--- config.mk ---
export PLATFORM = sky130hd
export DESIGN_NAME = ip_header_tuple_extractor_core
export DESIGN_NICKNAME = d
export VERILOG_FILES = /design/src/design/ihte_pkg.sv /design/src/design/ip_header_tuple_extractor_core.sv
export SDC_FILE = /design/constraint.sdc
export NUM_CORES = 1
export LEC_CHECK = 0
export BUFFER_PORTS_ARGS = -buffer_cell sky130_fd_sc_hd__buf_2
export CELL_PAD_IN_SITES_DETAIL_PLACEMENT = 0
export CELL_PAD_IN_SITES_GLOBAL_PLACEMENT = 2
export CORE_MARGIN = 2
export CORE_UTILIZATION = 44
export CTS_CLUSTER_SIZE = 10
export DETAILED_ROUTE_END_ITERATION = 12
export GPL_TIMING_DRIVEN = 0
export HOLD_SLACK_MARGIN = 0.12
export PLACE_DENSITY = 0.92
export SYNTH_ARGS = -nofsm -noshare
export SYNTH_HDL_FRONTEND = slang
export SYNTH_SLANG_ARGS = --single-unit
export TNS_END_PERCENT = 10
--- constraint.sdc ---
create_clock -name i_clk -period 12.95 [get_ports i_clk]
set_input_delay 2.59 -clock i_clk [delete_from_list [all_inputs] [get_ports i_clk]]
set_output_delay 2.59 -clock i_clk [all_outputs]
set_load 0.01 [all_outputs]
--- src/design/ihte_pkg.sv ---
// constants and field widths for the ip header tuple extractor
package ihte_pkg;

    localparam int unsigned CNT_W  = 7;
    localparam int unsigned HLEN_W = 6;

    localparam logic [CNT_W-1:0]  COUNT_MAX    = 7'd127;
    localparam logic [HLEN_W-1:0] HLEN_MIN     = 6'd20;
    localparam logic [CNT_W-1:0]  V6_PORT_BASE = 7'd40;

    localparam logic [3:0] VER_IPV4 = 4'd4;
    localparam logic [3:0] VER_IPV6 = 4'd6;

    localparam logic [7:0] PROTO_TCP = 8'd6;
    localparam logic [7:0] PROTO_UDP = 8'd17;

    localparam logic [CNT_W-1:0] TCP_HDR_LEN = 7'd20;
    localparam logic [CNT_W-1:0] UDP_HDR_LEN = 7'd8;

    localparam logic [CNT_W-1:0] V4_MIN_LEN   = 7'd20;
    localparam logic [CNT_W-1:0] V6_MIN_LEN   = 7'd40;
    localparam logic [CNT_W-1:0] V4_PROTO_OFS = 7'd9;
    localparam logic [CNT_W-1:0] V4_SRC_OFS   = 7'd12;
    localparam logic [CNT_W-1:0] V4_DST_OFS   = 7'd16;
    localparam logic [CNT_W-1:0] V6_PROTO_OFS = 7'd6;
    localparam logic [CNT_W-1:0] V6_SRC_OFS   = 7'd8;
    localparam logic [CNT_W-1:0] V6_DST_OFS   = 7'd24;

    localparam int unsigned V4_ADDR_BYTES = 4;
    localparam int unsigned V6_ADDR_BYTES = 16;
    localparam int unsigned PORT_BYTES    = 4;

    localparam logic [1:0] FAM_NONE = 2'd0;
    localparam logic [1:0] FAM_IPV4 = 2'd1;
    localparam logic [1:0] FAM_IPV6 = 2'd2;

    localparam int unsigned OUT_DATA_W = 296;
    localparam int unsigned OUT_USER_W = 2;

    typedef logic [7:0] t_byte;

    typedef struct packed {
        logic [63:0] dst_addr_lo;
        logic [63:0] dst_addr_hi;
        logic [63:0] src_addr_lo;
        logic [63:0] src_addr_hi;
        logic [15:0] dst_port;
        logic [15:0] src_l4_port;
        logic [7:0]  protocol;
    } t_tuple;

endpackage

--- src/design/ip_header_tuple_extractor_core.sv ---
// ip header tuple extractor: byte-serial ipv4/ipv6 five-tuple parser
// one input word accepted per cycle when the output register is free or drained
// a packet's tuple appears on the master side in the cycle after its last byte
// sustained throughput: one byte per cycle, bounded only by the output handshake
// synchronous active-low reset clears the parse state and the output valid flag
module ip_header_tuple_extractor_core (
    input  logic                               i_clk,
    input  logic                               i_rst_n,
    input  logic                               s_axis_tvalid,
    output logic                               s_axis_tready,
    input  logic [7:0]                         s_axis_tdata,  // data_byte
    input  logic                               s_axis_tlast,  // last_byte
    output logic                               m_axis_tvalid,
    input  logic                               m_axis_tready,
    // protocol, src_l4_port, dst_port, src_addr_hi, src_addr_lo, dst_addr_hi, dst_addr_lo
    output logic [ihte_pkg::OUT_DATA_W-1:0]    m_axis_tdata,
    output logic [ihte_pkg::OUT_USER_W-1:0]    m_axis_tuser   // family
);
    import ihte_pkg::*;

    logic [CNT_W-1:0]  r_count, n_count;
    logic [3:0]        r_ver, n_ver;
    logic [HLEN_W-1:0] r_hlen, n_hlen;
    t_byte             r_proto, n_proto;
    t_byte             r_src [V6_ADDR_BYTES];
    t_byte             n_src [V6_ADDR_BYTES];
    t_byte             r_dst [V6_ADDR_BYTES];
    t_byte             n_dst [V6_ADDR_BYTES];
    t_byte             r_port [PORT_BYTES];
    t_byte             n_port [PORT_BYTES];

    logic              r_out_valid;
    t_tuple            r_out_tuple, n_out_tuple;
    logic [1:0]        r_out_family, n_out_family;

    logic              accept;
    logic              is_v4, is_v6;
    logic [CNT_W-1:0]  port_base;
    logic [1:0]        port_ofs;
    logic              in_port_win;
    logic [HLEN_W-1:0] ihl_bytes;
    logic [CNT_W-1:0]  res_base;
    logic [CNT_W-1:0]  res_need;
    logic              res_ports;

    assign s_axis_tready = !r_out_valid || m_axis_tready;
    assign accept        = s_axis_tvalid && s_axis_tready;

    // next parse state for the byte at position r_count
    always_comb begin
        n_count = (r_count != COUNT_MAX) ? r_count + 7'd1 : r_count;
        n_ver   = r_ver;
        n_hlen  = r_hlen;
        n_proto = r_proto;
        for (int j = 0; j < V6_ADDR_BYTES; j++) begin
            n_src[j] = r_src[j];
            n_dst[j] = r_dst[j];
        end
        for (int j = 0; j < PORT_BYTES; j++) begin
            n_port[j] = r_port[j];
        end

        is_v4       = (r_ver == VER_IPV4);
        is_v6       = (r_ver == VER_IPV6);
        port_base   = is_v6 ? V6_PORT_BASE : {1'b0, r_hlen};
        port_ofs    = 2'(r_count - port_base);
        in_port_win = (r_count >= port_base) && (r_count < port_base + 7'd4);
        ihl_bytes   = {s_axis_tdata[3:0], 2'b00};

        if (r_count == '0) begin
            n_ver  = s_axis_tdata[7:4];
            n_hlen = (ihl_bytes < HLEN_MIN) ? HLEN_MIN : ihl_bytes;
        end else if (r_count != COUNT_MAX) begin
            if (is_v4) begin
                if (r_count == V4_PROTO_OFS) begin
                    n_proto = s_axis_tdata;
                end
                for (int j = 0; j < V4_ADDR_BYTES; j++) begin
                    if (r_count == V4_SRC_OFS + CNT_W'(j)) begin
                        n_src[j] = s_axis_tdata;
                    end
                    if (r_count == V4_DST_OFS + CNT_W'(j)) begin
                        n_dst[j] = s_axis_tdata;
                    end
                end
            end else if (is_v6) begin
                if (r_count == V6_PROTO_OFS) begin
                    n_proto = s_axis_tdata;
                end
                for (int j = 0; j < V6_ADDR_BYTES; j++) begin
                    if (r_count == V6_SRC_OFS + CNT_W'(j)) begin
                        n_src[j] = s_axis_tdata;
                    end
                    if (r_count == V6_DST_OFS + CNT_W'(j)) begin
                        n_dst[j] = s_axis_tdata;
                    end
                end
            end
            for (int j = 0; j < PORT_BYTES; j++) begin
                if (in_port_win && (port_ofs == 2'(j))) begin
                    n_port[j] = s_axis_tdata;
                end
            end
        end
    end

    // tuple built from the state that includes the current byte
    always_comb begin
        n_out_family = FAM_NONE;
        res_base     = '0;
        if ((n_ver == VER_IPV4) && (n_count >= V4_MIN_LEN)) begin
            n_out_family = FAM_IPV4;
            res_base     = {1'b0, n_hlen};
        end else if ((n_ver == VER_IPV6) && (n_count >= V6_MIN_LEN)) begin
            n_out_family = FAM_IPV6;
            res_base     = V6_PORT_BASE;
        end

        res_need  = '0;
        res_ports = 1'b0;
        if (n_proto == PROTO_TCP) begin
            res_need  = res_base + TCP_HDR_LEN;
            res_ports = 1'b1;
        end else if (n_proto == PROTO_UDP) begin
            res_need  = res_base + UDP_HDR_LEN;
            res_ports = 1'b1;
        end
        if (n_count < res_need) begin
            n_out_family = FAM_NONE;
        end

        n_out_tuple = '0;
        if (n_out_family != FAM_NONE) begin
            n_out_tuple.protocol = n_proto;
            if (res_ports) begin
                n_out_tuple.src_l4_port = {n_port[0], n_port[1]};
                n_out_tuple.dst_port    = {n_port[2], n_port[3]};
            end
            for (int j = 0; j < 8; j++) begin
                n_out_tuple.src_addr_hi[63-8*j -: 8] = n_src[j];
                n_out_tuple.dst_addr_hi[63-8*j -: 8] = n_dst[j];
                if (n_out_family == FAM_IPV6) begin
                    n_out_tuple.src_addr_lo[63-8*j -: 8] = n_src[j+8];
                    n_out_tuple.dst_addr_lo[63-8*j -: 8] = n_dst[j+8];
                end
            end
        end
    end

    always_ff @(posedge i_clk) begin
        if (!i_rst_n) begin
            r_count <= '0;
            r_ver   <= '0;
            r_hlen  <= HLEN_MIN;
            r_proto <= '0;
            for (int j = 0; j < V6_ADDR_BYTES; j++) begin
                r_src[j] <= '0;
                r_dst[j] <= '0;
            end
            for (int j = 0; j < PORT_BYTES; j++) begin
                r_port[j] <= '0;
            end
        end else if (accept) begin
            if (s_axis_tlast) begin
                // end of packet: back to the idle parse state
                r_count <= '0;
                r_ver   <= '0;
                r_hlen  <= HLEN_MIN;
                r_proto <= '0;
                for (int j = 0; j < V6_ADDR_BYTES; j++) begin
                    r_src[j] <= '0;
                    r_dst[j] <= '0;
                end
                for (int j = 0; j < PORT_BYTES; j++) begin
                    r_port[j] <= '0;
                end
            end else begin
                r_count <= n_count;
                r_ver   <= n_ver;
                r_hlen  <= n_hlen;
                r_proto <= n_proto;
                for (int j = 0; j < V6_ADDR_BYTES; j++) begin
                    r_src[j] <= n_src[j];
                    r_dst[j] <= n_dst[j];
                end
                for (int j = 0; j < PORT_BYTES; j++) begin
                    r_port[j] <= n_port[j];
                end
            end
        end
    end

    // output word register
    always_ff @(posedge i_clk) begin
        if (!i_rst_n) begin
            r_out_valid <= 1'b0;
        end else if (accept && s_axis_tlast) begin
            r_out_valid <= 1'b1;
        end else if (m_axis_tready) begin
            r_out_valid <= 1'b0;
        end
    end

    always_ff @(posedge i_clk) begin
        if (accept && s_axis_tlast) begin
            r_out_tuple  <= n_out_tuple;
            r_out_family <= n_out_family;
        end
    end

    assign m_axis_tvalid = r_out_valid;
    assign m_axis_tdata  = r_out_tuple;
    assign m_axis_tuser  = r_out_family;

endmodule

### Word level (Yosys, flattened, before mapping)

Memories as Yosys holds them, arrays and structs flattened.
Index checks and enable logic that the tools add are counted.

* add/sub/neg operators: 5
* $lt $le $gt $ge: 6
* eq/ne operators: 44
* muxes and demuxes: 163
* bitwise logic cells: 72
* reduce and logical (&&, ||, !) cells: 17

Operators by type and width (number)
* 2-to-1 mux 8 bit: 123
* 2-to-1 mux 128 bit: 6
* 2-to-1 mux 96 bit: 2
* 2-to-1 mux 32 bit: 4
* == test 7 x 5 -> 1 bit (second input constant): 16
* bitwise OR 1 bit: 72
* == test 7 x 4 -> 1 bit (second input constant): 8
* == test 7 x 6 -> 1 bit (second input constant): 8
* 2-to-1 mux 6 bit: 6
* 2-to-1 mux 7 bit: 4
* == test 4 x 3 -> 1 bit (second input constant): 4
* < comparator 7 bit: 2
* 2-to-1 mux 1 bit: 13
* logical AND 1 bit: 9
* == test 8 x 3 -> 1 bit (second input constant): 1
* == test 8 x 5 -> 1 bit (second input constant): 1
* 2-to-1 mux 4 bit: 2
* adder 6 x 3 -> 7 bit (second input constant): 1
* adder 7 x 1 -> 7 bit (second input constant): 1
* adder 7 x 4 -> 7 bit (second input constant): 1
* adder 7 x 5 -> 7 bit (second input constant): 1
* == test 7 x 3 -> 1 bit (second input constant): 1
* greater-or-equal comparator 7 x 5 -> 1 bit (second input constant): 1
* greater-or-equal comparator 7 x 6 -> 1 bit: 1
* other kinds (13): 19

* register bits after elaboration: 324
* RAM bits: 288
* bits of input ports: 13
* output and inout port bits: 300
* logic and storage cells: 323
* memories: 3

Memory list
* r_dst: depth 16, width 8, read ports 16, clocked after memory_dff 0, write ports 16, line ip_header_tuple_extractor_core.sv:27 `t_byte r_dst [V6_ADDR_BYTES];`
* r_src: depth 16, width 8, read ports 16, clocked after memory_dff 0, write ports 16, line ip_header_tuple_extractor_core.sv:25 `t_byte r_src [V6_ADDR_BYTES];`
* r_port: depth 4, width 8, read ports 4, clocked after memory_dff 0, write ports 4, line ip_header_tuple_extractor_core.sv:29 `t_byte r_port [PORT_BYTES];`

### Logic depth before layout (Yosys ltp)

* word-level depth: 13
* gate-level depth with buffers: 25

### Worst setup path after synthesis

Ideal clock, no wire load.

* path kind: input to register
* from: input port m_axis_tready
* to: register r_out_tuple (netlist bit m_axis_tdata[0]), enable pin
* setup time: 0.648 ns
* arrival time: 8.820 ns
* required time: 12.302 ns
* slack: 3.482 ns
* stages: 4
* path buffers: 0
* cells stage by stage: nand2b_1 -> and2_0 -> nand2_1 -> inv_1

* longest elaborated chain between the ends: 3

Ends and longest elaborated chain
* start: declaration: line ip_header_tuple_extractor_core.sv:14 `input logic m_axis_tready,`
* logical OR 1 bit: line ip_header_tuple_extractor_core.sv:46 `assign s_axis_tready = !r_out_valid || m_axis_tready;`
* logical AND 1 bit: line ip_header_tuple_extractor_core.sv:47 `assign accept = s_axis_tvalid && s_axis_tready;`
* logical AND 1 bit: line ip_header_tuple_extractor_core.sv:205 `if (accept && s_axis_tlast) begin`
* end signal: assignment: line ip_header_tuple_extractor_core.sv:206 `r_out_tuple <= n_out_tuple;`
* end: declaration: line ip_header_tuple_extractor_core.sv:33 `t_tuple r_out_tuple, n_out_tuple;`

No other way between the ends.
A chain may end at the register's enable or synchronous reset.

### Final worst setup path

* from: input port s_axis_tdata[6]
* to: register r_out_tuple (netlist bit m_axis_tdata[177]) (data pin)

* longest elaborated chain between the ends: 11

Ends and longest elaborated chain
* start: declaration: line ip_header_tuple_extractor_core.sv:11 `input logic [7:0] s_axis_tdata,`
* 2-to-1 mux 4 bit or 2-to-1 mux 8 bit (tied branches): line ip_header_tuple_extractor_core.sv:70, ip_header_tuple_extractor_core.sv:87
* == test 4 x 3 -> 1 bit or 2-to-1 mux 8 bit (tied branches): line ip_header_tuple_extractor_core.sv:114, ip_header_tuple_extractor_core.sv:86
* logical AND 1 bit or 2-to-1 mux 8 bit (tied branches): line ip_header_tuple_extractor_core.sv:114, ip_header_tuple_extractor_core.sv:74
* 2-to-1 mux 6 bit or 2-to-1 mux 8 bit (tied branches): line ip_header_tuple_extractor_core.sv:114, ip_header_tuple_extractor_core.sv:73
* 2-to-1 mux 6 bit or 2-to-1 mux 8 bit (tied branches): line ip_header_tuple_extractor_core.sv:111, ip_header_tuple_extractor_core.sv:70
* adder 7 x 4 -> 7 bit or == test 8 x 5 -> 1 bit (tied branches): line ip_header_tuple_extractor_core.sv:125, ip_header_tuple_extractor_core.sv:124
* 2-to-1 mux 7 bit: line ip_header_tuple_extractor_core.sv:124 `end else if (n_proto == PROTO_UDP) begin`
* 2-to-1 mux 7 bit: line ip_header_tuple_extractor_core.sv:121 `if (n_proto == PROTO_TCP) begin`
* < comparator 7 bit: line ip_header_tuple_extractor_core.sv:128 `if (n_count < res_need) begin`
* 2-to-1 mux 2 bit *: line ip_header_tuple_extractor_core.sv:128
* nonzero test 2 bit *: line ip_header_tuple_extractor_core.sv:133 `if (n_out_family != FAM_NONE) begin`

Every way passes the cells marked *; elsewhere a longest branch is shown, timed or not.

==> results.toml <==
[clock_network]
cts.repair.resized = 0
clk_pin_slew_ps = 60
cts_sinks = 612
cts.path.max_buffers = 3
cts-buffers-inserted = 72
htree_levels = 3
worstSkewPairLatency_ps = 620
clock-root-buffer = "clkbuf_16"
cts_tree = "built"
cts_hold_buf = 0
post-cts-setup-buffers = 0

[power]
p_sw_share_pct = 23.5
power_frac_comb_pct = 6.9
power.switching_w = 0.00105
pwr-share-clk_pct = 42.0
p_leak_nw = 12.8
ir_drop_mv = 0.0845
power.internal_w = 0.00341
power_density_mw_per_mm2 = 138
seqPwrFrac_pct = 51.1

[worst_setup_path]
cp_top_family = "compound AO/OA/AOI/OAI gates"
path_cells = "clkbuf_1 -> nor4b_1 -> mux2_2 -> o21ai_0 -> o21ai_0 -> ha_1 -> xnor2_1 -> mux2i_1 -> nand2_1 -> ha_1 -> a22oi_1 -> nand3_1 -> a21oi_1 -> o2111ai_1 -> a211oi_1 -> o22ai_1 -> o211ai_1 -> buf_2 -> buf_6 -> buf_6 -> nor3_2"
r2r_cells = 25
cpMaxStageDelayCell = "o21ai_0"
required_ps = 13260
rrSetupSlack_ps = 6830
path_class = "primary input to flip-flop"
crit_path_max_incr_delay_ps = 490
worstPathArrival_ps = 7250
critPathMaxFanout = 10
crit_cells = 21
worst-path-buf-inv = 4
end_kind = "flip-flop"
setup.worst_path.start_class = "primary input"

[sta]
rsz0062_at_grt = "false"
finalSetupViolCount = 0
fin_crit_sh_pct = 53.6
max_slew.worst_pin.slew_ps = 1420
hold_slack_ps = 486
hold_viol = 0
period_minus_slack_ps = 6940
skew_ps = 23.2
timing.slew.headroom_pct = 5.39
setup_tns_ps = 0
max_freq_ghz = 0.144
slew_violations = 0

[floorplan]
start_util_pct = 44.6
die_x_microns = 254
coreArea_sq_mm = 0.0617
io_pins = 313
fp.dieH_microns = 254
fp-row-count = 91
die_area_sq_mm = 0.0645

[yosys]
ys_types = 62
syn_nets = 2037
ys_ff_latch = 612
synth_cells = 2000
mappedNetlistArea_sq_mm = 0.0275
ys_warn_count = 0
synth-edff-count = 562
seq_area_frac_synth_pct = 65.0
async_reset_ff_share_pct = 0
syn_area_per_cell_sq_um = 13.7
synthFlopType = "edfxtp_1"

[routing]
drc = 0
wire_per_inst_microns = 23.5
routed_via_density = 5.48
dr.pass1.iters = 5
vias = 17900
final_antenna_net_count = 0
finalWirelength_microns = 76700
first_iter_violations = 1567

[place]
gp_congestion = 0.874
numPortBuffers = 305
dp.cells = 3147
dpl.hpwl_microns = 52300

[global_route]
antenna_found_initial = 1
grt_pass1_vias = 17900
grt_overflow_total = 0
grtUsageTotal_pct = 23.7
grt_pass1_wl_microns = 113000
grt_max_degree = 139

[layout]
syn2layout_area_growth_pct = 17.5
drive_gt1_share_pct = 27.2
num_antenna_cells = 0
final_nets = 2421
instances_no_fill = 3259

[min_path]
worstHoldPathType = "flip-flop to flip-flop"
hold_path_depth = 2

[flow_run]
maxCapViolCount = 0

[run_status]
status = "finished clean"
-- synth_stat cells (all sizes together) (6+ instances only) --
library cell	count	share of area (%)
edfxtp	562	61
nor3	311	9.4
mux2i	299	11
nor2	292	4.0
clkbuf	108	1.5
nand2	69	0.94
dfxtp	50	3.6
buf	48	1.4
o21ai	30	0.55
nor2b	26	0.59
ha	24	1.1
inv	21	0.29
a22oi	18	0.49
a22o	16	0.51
a21oi	15	0.27
a21boi	12	0.33
nand3	12	0.22
nand4	7	0.16
and2	6	0.14
nand2b	6	0.14
nor4bb	6	0.22
-- worst min-delay path: stages (launching register included) --
cell and delay, ps:
dfxtp_1 300, o21ai_0 60, a21boi_0 70
-- final timing paths --
path              startpoint                 to
max          s_axis_tdata[6]  m_axis_tdata[177]
min             r_port[2][0]       r_port[2][0]
max reg2reg       r_count[0]  m_axis_tdata[177]
min reg2reg     r_port[2][0]       r_port[2][0]
-- power groups by stage --
stage	clock (W)	combinational, W	sequential [W]
floorplan	0	0.000164	0.00234
global placement	0	0.000296	0.00233
detailed placement	0	0.000309	0.00231
CTS	0.00190	0.000311	0.00228
global route	0.00197	0.000331	0.00228
finish	0.00187	0.000309	0.00228
-- state kept, by name, summed over array words and instances, names as in the netlist, 4 cells and up --
register	count
m_axis_tdata	296
r_dst	128
r_src	128
r_port	32
r_proto	8
r_count	7
r_hlen	6
r_ver	4
-- layout by cell type, fill, tap and decap left out, types with 3 or more instances in the layout --
master     count
a21boi_0      12
a21o_1         4
a21oi_1       15
a22o_1        16
a22oi_1       18
and2_1         5
buf_1          5
buf_16         4
buf_2        323
buf_6         25
clkbuf_1     136
clkbuf_16     74
dfxtp_1       50
edfxtp_1     562
ha_1          24
inv_1         17
mux2i_1      298
nand2_1       69
nand2b_1       6
nand3_1       12
nand4_1        7
nor2_1       292
nor2b_1       26
nor3_1       105
nor3_2       205
nor3b_1        3
nor4bb_1       6
o211ai_1       3
o21a_1         4
o21ai_0       27
o21ai_1        3
o22ai_1        3
or2_2          3
or3_1          3
xnor2_1        3
xor2_1         3
-- per-stage QoR --
stage	worst slack (ps)	instance area (sq um)	power (W)	utilization, %
6_report	6010	32300	0.00445	52.4
3_5_place_dp	5380	30200	0.00262	49.0
3_3_place_gp	1140	30100	0.00263	48.7
4_1_cts	6040	32300	0.00448	52.4
5_1_grt	5550	32300	0.00458	52.4
2_1_floorplan	3480	27500	0.00250	-
-- layer usage --
metal	up-vias	wire [microns]	track usage (%)
met3	128	4820	4.26
met2	604	36600	38.4
met4	0	2410	8.62
met5	-	0	0
met1	8975	32800	31.9
li1	8164	-	-
-- final cells by class --
type / count / area [sq um]
flip-flops and latches: 612 / 17900
clock inverters: 8 / 113
clock buffers: 104 / 1980
inverters: 21 / 91.3
fillers: 5285 / 29400
repair buffers: 310 / 1660
well taps: 837 / 1050
multi-input cells: 1211 / 8740
plain buffers: 156 / 796
-- cells by family (layout without fill, tap and decap cells) --
| group | count (synthesis) | after routing | synth area share [%] |
|---|---|---|---|
| AOI/OAI and AO/OA | 122 | 122 | 3.05 |
| xor gates and xnor gates | 6 | 6 | 0.191 |
| adders and majority gates | 24 | 24 | 1.09 |
| buffers and inverters | 177 | 599 | 3.18 |
| DFF | 612 | 612 | 65.0 |
| muxes | 300 | 300 | 10.9 |
| and+or+nand+nor | 759 | 759 | 16.5 |
No activity file was read; power rests on OpenSTA's default activity.
